**src/hdl/sfpsd_pkg.sv**
```systemverilog
// ----------------------------------------------------------------------------
// sfpsd_pkg
// Shared types and constants of the SYN flood and port scan detector.
// ----------------------------------------------------------------------------
`default_nettype none

package sfpsd_pkg;

    localparam logic [31:0] HASH_MULT = 32'h9E3779B1;

    localparam logic [15:0] SYN_THR_RST   = 16'd100;
    localparam logic [15:0] SCAN_THR_RST  = 16'd20;
    localparam logic [15:0] FLOOD_THR_RST = 16'd5;
    localparam logic [15:0] WINDOW_RST    = 16'd10;
    localparam logic [15:0] ELAPSED_MAX   = 16'hFFFF;

    typedef enum logic [1:0] {
        CFG_SYN_THR   = 2'd0,
        CFG_SCAN_THR  = 2'd1,
        CFG_FLOOD_THR = 2'd2,
        CFG_WINDOW    = 2'd3
    } t_cfg_idx;

    typedef enum logic [1:0] {
        THREAT_NONE = 2'd0,
        THREAT_SYN  = 2'd1,
        THREAT_SCAN = 2'd2
    } t_threat;

    typedef enum logic [3:0] {
        S_CLEAR,
        S_IDLE,
        S_HMUL,
        S_HLD,
        S_HMOD,
        S_PST,
        S_PRD,
        S_PCHK,
        S_EMIT
    } t_state;

    typedef enum logic [2:0] {
        OP_PKT_ADD,
        OP_SYN_ADD,
        OP_SYN_GET,
        OP_PAIR,
        OP_PORT_ADD,
        OP_PORT_GET
    } t_op;

    typedef struct packed {
        logic accept;
        logic emit_zero;
        logic win_clr;
        logic sweep;
        logic mul;
        logic hld;
        logic hstep;
        logic hpair;
        logic prb_start;
        logic prb_chk;
        logic emit;
        t_op  op;
    } t_cmd;

    typedef struct packed {
        logic is_tick;
        logic src_ok;
        logic win_exp;
        logic sweep_last;
        logic mod_last;
        logic resolve;
        logic slot_free;
        logic syn_step;
        logic res_syn_hit;
    } t_stat;

endpackage

`default_nettype wire

```
**src/hdl/sfpsd_ctrl.sv**
```systemverilog
// ----------------------------------------------------------------------------
// sfpsd_ctrl
// Sequencer: table clear sweep, two hash passes, then one probe per table op.
// ----------------------------------------------------------------------------
`default_nettype none

module sfpsd_ctrl import sfpsd_pkg::*; (
    input  wire logic  i_clk,
    input  wire logic  i_rst_n,
    input  wire logic  i_start,
    input  wire t_stat i_st,
    output t_cmd       o_cmd,
    output logic       o_busy
);

    t_state r_state, n_state;
    t_op    r_op, n_op;
    logic   r_pend, n_pend;
    logic   r_hpass, n_hpass;

    always_ff @(posedge i_clk) begin
        if (!i_rst_n) begin
            r_state <= S_CLEAR;
            r_op    <= OP_PKT_ADD;
            r_pend  <= 1'b0;
            r_hpass <= 1'b0;
        end else begin
            r_state <= n_state;
            r_op    <= n_op;
            r_pend  <= n_pend;
            r_hpass <= n_hpass;
        end
    end

    always_comb begin
        n_state = r_state;
        n_op    = r_op;
        n_pend  = r_pend;
        n_hpass = r_hpass;
        o_cmd       = '0;
        o_cmd.op    = r_op;
        o_cmd.hpair = r_hpass;
        case (r_state)
            S_CLEAR: begin
                o_cmd.sweep = 1'b1;
                if (i_st.sweep_last) begin
                    n_state = r_pend ? S_HMUL : S_IDLE;
                    n_pend  = 1'b0;
                    n_hpass = 1'b0;
                end
            end
            S_IDLE: begin
                if (i_start) begin
                    o_cmd.accept = 1'b1;
                    if (i_st.is_tick || !i_st.src_ok) begin
                        o_cmd.emit_zero = 1'b1;
                    end else if (i_st.win_exp) begin
                        o_cmd.win_clr = 1'b1;
                        n_pend  = 1'b1;
                        n_state = S_CLEAR;
                    end else begin
                        n_hpass = 1'b0;
                        n_state = S_HMUL;
                    end
                end
            end
            S_HMUL: begin
                o_cmd.mul = 1'b1;
                n_state = S_HLD;
            end
            S_HLD: begin
                o_cmd.hld = 1'b1;
                n_state = S_HMOD;
            end
            S_HMOD: begin
                o_cmd.hstep = 1'b1;
                if (i_st.mod_last) begin
                    if (r_hpass) begin
                        n_op    = OP_PKT_ADD;
                        n_state = S_PST;
                    end else begin
                        n_hpass = 1'b1;
                        n_state = S_HMUL;
                    end
                end
            end
            S_PST: begin
                o_cmd.prb_start = 1'b1;
                n_state = S_PRD;
            end
            S_PRD: begin
                n_state = S_PCHK;
            end
            S_PCHK: begin
                o_cmd.prb_chk = 1'b1;
                if (!i_st.resolve) begin
                    n_state = S_PRD;
                end else begin
                    n_state = S_PST;
                    case (r_op)
                        OP_PKT_ADD: n_op = i_st.syn_step ? OP_SYN_ADD : OP_SYN_GET;
                        OP_SYN_ADD: n_op = i_st.res_syn_hit ? OP_PORT_GET : OP_PAIR;
                        OP_SYN_GET: n_op = OP_PAIR;
                        OP_PAIR:    n_op = i_st.slot_free ? OP_PORT_ADD : OP_PORT_GET;
                        default:    n_state = S_EMIT;
                    endcase
                end
            end
            S_EMIT: begin
                o_cmd.emit = 1'b1;
                n_state = S_IDLE;
            end
            default: begin
                n_state = S_IDLE;
            end
        endcase
    end

    assign o_busy = (r_state != S_IDLE);

endmodule

`default_nettype wire

```
**config.mk**
```make
export PLATFORM = sky130hd
export DESIGN_NAME = sfpsd_ctrl
export DESIGN_NICKNAME = d
export VERILOG_FILES = /design/src/hdl/sfpsd_pkg.sv /design/src/hdl/sfpsd_ctrl.sv
export SDC_FILE = /design/constraint.sdc
export NUM_CORES = 1
export LEC_CHECK = 0
export BUFFER_PORTS_ARGS = -buffer_cell sky130_fd_sc_hd__buf_4
export CORE_ASPECT_RATIO = 1.5
export CORE_MARGIN = 2
export CORE_UTILIZATION = 35
export CTS_CLUSTER_SIZE = 40
export DETAILED_ROUTE_END_ITERATION = 6
export PLACE_DENSITY = 0.67
export SLEW_MARGIN = 25
export SYNTH_ARGS = -nofsm -noshare
export SYNTH_HDL_FRONTEND = slang
export SYNTH_SLANG_ARGS = --single-unit
export TNS_END_PERCENT = 5
```
**constraint.sdc**
```tcl
create_clock -name i_clk -period 2.3 [get_ports i_clk]
set_input_delay 0.115 -clock i_clk [delete_from_list [all_inputs] [get_ports i_clk]]
set_output_delay 0.115 -clock i_clk [all_outputs]
set_load 0.01 [all_outputs]
```
## After elaboration in Yosys (flattened, before gate mapping)

Index checks and enable logic that the tools add are counted.

| storage, ports and cells | value |
|---|---|
| register bits after elaboration | 9 |
| input bits | 12 |
| output and inout port bits | 15 |
| logic and storage cells | 77 |

| operators by class | value |
|---|---|
| equality and inequality tests | 21 |
| multiplexer cells | 40 |
| reductions and logical operators | 12 |

Operators with widths:

| cell | number |
|---|---|
| case mux 4 bit (8 select lines) | 1 |
| 2-to-1 mux 4 bit | 6 |
| 2-to-1 mux 3 bit | 7 |
| 2-to-1 mux 1 bit | 19 |
| == test 4 x 3 -> 1 bit, second input constant | 4 |
| != test 2 bit, second input constant | 8 |
| case mux 3 bit (4 select lines) | 1 |
| AND reduction 5 bit | 2 |
| == test 4 x 2 -> 1 bit, second input constant | 2 |
| == test 3 x 2 -> 1 bit, second input constant | 2 |
| 2-to-1 mux 2 bit | 3 |
| case mux 3 bit (2 select lines) | 1 |
| AND reduction 6 bit | 1 |
| != test 5 x 1 -> 1 bit, second input constant | 1 |
| == test 4 x 1 -> 1 bit, second input constant | 1 |
| == test 4 bit, second input constant | 1 |
| zero test 4 bit | 1 |
| != test 4 x 1 -> 1 bit, second input constant | 1 |
| AND reduction 4 bit | 1 |
| nonzero test 2 bit | 2 |
| OR reduction 4 bit | 1 |
| == test 3 x 1 -> 1 bit, second input constant | 1 |
| zero test 3 bit | 1 |
| case mux 1 bit (3 select lines) | 1 |
| 4 further kinds | 4 |

## Logic depth before layout (Yosys ltp)

| depth | value |
|---|---|
| depth after elaboration | 5 |
| mapped depth | 6 |
| gate-level depth less buffers | 4 |

## Worst setup path before layout

Ideal clock, no wire load.

| path | value |
|---|---|
| path type | register -> output |
| start | register r_state[3] |
| end | output o_cmd[12] (netlist name) |
| data arrival time | 1.260 ns |
| required time | 2.185 ns |
| path slack | 0.925 ns |
| cell stages (with the launch flop) | 6 |
| buffers on the path | 1 |
| path through | dfxtp_1 buf_6 or2_4 nor2_2 and3_1 nor2b_1 |

RTL lines:

| item | line | RTL |
|---|---|---|
| start: declaration | sfpsd_ctrl.sv:16 | `t_state r_state, n_state;` |
| start signal: assignment | sfpsd_ctrl.sv:28 | `r_state <= n_state;` |
| end: declaration | sfpsd_ctrl.sv:12 | `output t_cmd o_cmd,` |

## Final worst setup path

| path | value |
|---|---|
| start | register r_state[0] |
| end | register r_op[2] |

| on the way | value |
|---|---|
| longest elaborated chain between the ends | 3 |
| elaborated cells on any way between the ends | 9 |
| classes of those cells | eq/ne (6); mux (1); reduce/logical (2) |

Ends and longest elaborated chain:

| item | line | RTL |
|---|---|---|
| == test 4 x 3 -> 1 bit | sfpsd_ctrl.sv:43 | `case (r_state)` |
| != test 5 x 1 -> 1 bit (no line) (tied with other cells) | n/a |  |
| AND reduction 5 bit (no line) | n/a |  |
| end signal: assignment | sfpsd_ctrl.sv:29 | `r_op <= n_op;` |
| end: declaration | sfpsd_ctrl.sv:17 | `t_op r_op, n_op;` |

Several ways; a longest one is shown, not always the timed one.
A chain may end at the register's enable or synchronous reset.

==> run summary <==
Yosys mapped the design onto 43 distinct sky130hd cell types. The routed wire length on met3 is 107 um. The aggregate global-route resource usage came out at 17.0%. The total of cells resized after clock tree synthesis is 0. The largest stage delay on the critical path is 0.73 ns. The main flop type after synthesis is dfxtp_1. Traced cell by cell, the critical path runs through nand2_1 > or3_1 > a21boi_1 > a32o_1.

The run finished with clean final reports. The number of top-level pins is 27. TritonCTS built the clock tree. Clock-pin slew was measured on the worst setup and hold paths at 0.07 ns.

The final global-route overflow total is 0. The worst slew margin relative to its limit is 57.8%. Ranked by instance count, the synthesized netlist is headed by nor2_1 (10), dfxtp_1 (9), nand2_1 (8). Summed over all instances, the cell type with the most area after synthesis is dfxtp_1. The post-synthesis average cell area came out at 7.86 um^2. The layout cell share with drive strength beyond 1 is 33.9%. The routability-driven placement congestion ratio is 0.775.

The min-delay analysis places its worst path in the category in -> reg. The synthesized instance count is 88. The die covers 2360 um^2. The number of instances on the worst hold path came out at 2. The number of global-route vias before repair is 652. The smallest hold slack is 0.143 ns. The number of levels the H-tree was split into is 1. Entering global routing, the biggest net connects 21 pins. After synthesis, the cell types taking the most area are dfxtp_1 (26%), nor2_1 (5.4%), buf_6 (4.9%), nor2b_1 (4.5%), a32o_1 (4.3%). Clock tree synthesis selected as its root buffer the cell clkbuf_4. The element type at the critical path start is a register.

The Yosys step of the flow raised 0 warnings. For this block, the initial DRC count from the detailed router was 20. Setup repair after global routing left no endpoint under its margin. The post-CTS setup repair buffer count came out at 0. The detailed-routing iteration count for the pre-antenna-repair pass is 4. The slew at the pin with the worst max-slew slack came out at 0.633 ns. Yosys mapped a number of flops with a built-in enable equal to 0. The maximum frequency from static timing analysis is 0.573 GHz. The post-synthesis sequential element count came out at 9. The placement row count came out at 19. The routed via count came out at 741. The core area came out at 1850 um^2. Sequential elements use 26.0% of the synthesized area.

STA classifies the critical path endpoint as a register. The overall die height is 58.5 um. The maximum fanout encountered on the critical timing path came out at 20. The period utilization came out at 75.9%. The first global-routing pass estimated 2.84 mm of wire.

For this configuration, the core starts out at a cell density of 37.3%. The count of cells along the worst register-to-register path is 4. The accumulated negative setup slack is 0 ns.

In the final routed layout, each cell accounts on average for 13.5 um. Summing every instance area after synthesis gives 692 um^2. The critical-path cell with the highest stage delay is dfxtp_1. In the routed layout, each cell is associated on average with a via count of 5.57. The sum of routed wire segments on met1 is 724 um.

For this run, asynchronously set or reset flops after synthesis account for 0%. The routed design uses 915 um of met2 wire. The worst path setup slack after routing is 0.555 ns.

The clock reaches the later pin of the worst-skew pair after 0.25 ns. The minimum clock period after layout is 1.75 ns. The final-report hold violation count came to 0. The post-detailed-routing wire length came out at 1.79 mm. Clock skew on the completed layout was measured at 0.00257 ns.

The number of antenna violations at the first check in global routing came out at 0. The TritonCTS sink count is 9. The number of hold buffers added after CTS was 0. The worst path arrival time is 1.94 ns. The DRC violations left is 0. The relative area change from synthesis to final layout came out at 28.0%. The critical path in this run is classified as reg -> reg. The half-perimeter wire length after detailed placement came out at 1.39 mm. The final-report setup violation count came out at 0. Once detail routing completed, the nets flagged for antenna violations numbered 0.

The area fraction of the dominant cell type after synthesis came out at 26.0%. After the last flow step, the layout net total stands at 125. The required time of the critical path came out at 2.50 ns. Yosys instantiated no cell more often than nor2_1. The total leakage power came out at 0.000378 uW.

The post-synth net total is 100. In this run the top signal layer used is met4. The max-cap check violation count is 0.

The worst-case vdd ir drop is 0.322 mV. In this run the tool buffered the top-level ports with 26 buffer cells. The number of max-slew violations in the final report came out at 0. The maximum buffer depth of the clock tree is 2. The final antenna diode count is 0. The chip width is 40.3 um. In this run the power density over the cells is 715 nW/um^2. Before CTS, the worst setup slack after placement is 0.565 ns. The total clock buffers created by CTS is 3.
## cells by family after synthesis
logic type | count (synthesis) | share of synthesized area [%]
AOI/OAI and AO/OA | 25 | 26.8
buffers and inverters | 9 | 9.40
DFF | 9 | 26.0
and+or+nand+nor | 45 | 37.8
## worst max-delay path, delay by kind of cell, from the launching register on
kind / cells / cell delay [ns]
AO/OA/AOI/OAI: 2 / 0.42
AND/OR/NAND/NOR: 2 / 0.54
flip-flops: 1 / 0.73
## where the power goes
group	total [uW]	switching (uW)	internal, uW
Clock	124	57.0	66.8
Sequential	231	54.9	176
Combinational	279	135	144
Total	634	247	387
## stage by stage
stage	area, um^2	util, %	cells	power [uW]
2_1_floorplan	692	-	88	428
3_3_place_gp	860	46.4	129	513
3_5_place_dp	860	46.4	129	510
4_1_cts	886	47.8	133	637
5_1_grt	886	47.8	133	680
6_report	886	47.8	133	634
## cell type report
cell class	count	area, um^2
Clock buffer	4	26.3
Fill cell	199	968
Inverter	3	11.3
Multi-Input combinational cell	70	447
Sequential cell	9	180
Tap cell	21	26.3
Timing Repair Buffer	26	195
## layer usage
layer  global-route usage, %  vias up
met3                    3.40        4
li1                        -      372
met5                       0        -
met4                    6.19        0
met2                    29.7       24
met1                    19.2      341
## sequential cells by signal (all words and copies together) (netlist names)
signal / cells
r_hpass: 1
r_state: 4
r_pend: 1
r_op: 3
## cell usage in the layout, fill, tap and decap left out, types with 2 or more instances in the layout
cell      instances
buf_4            26
nor2_1           10
dfxtp_1           9
nand2_1           8
nor2b_1           5
inv_1             3
and3_1            3
a31oi_1           3
a32o_1            3
clkbuf_4          3
nor4_1            2
nand2b_1          2
o21ai_0           2
o21ai_1           2
o22ai_1           2
nand3_1           2
## path summary, 6_finish.rpt
check                          start                       to  slack, ns
min                          i_rst_n  r_state[2]$_SDFFE_PN0P_       0.14
max          r_state[0]$_SDFFE_PN0P_     r_op[2]$_SDFFE_PN0P_       0.55
min reg2reg      r_pend$_SDFFE_PN0P_      r_pend$_SDFFE_PN0P_       0.52
max reg2reg  r_state[0]$_SDFFE_PN0P_     r_op[2]$_SDFFE_PN0P_       0.55
Power figures use the tool's default switching activity.
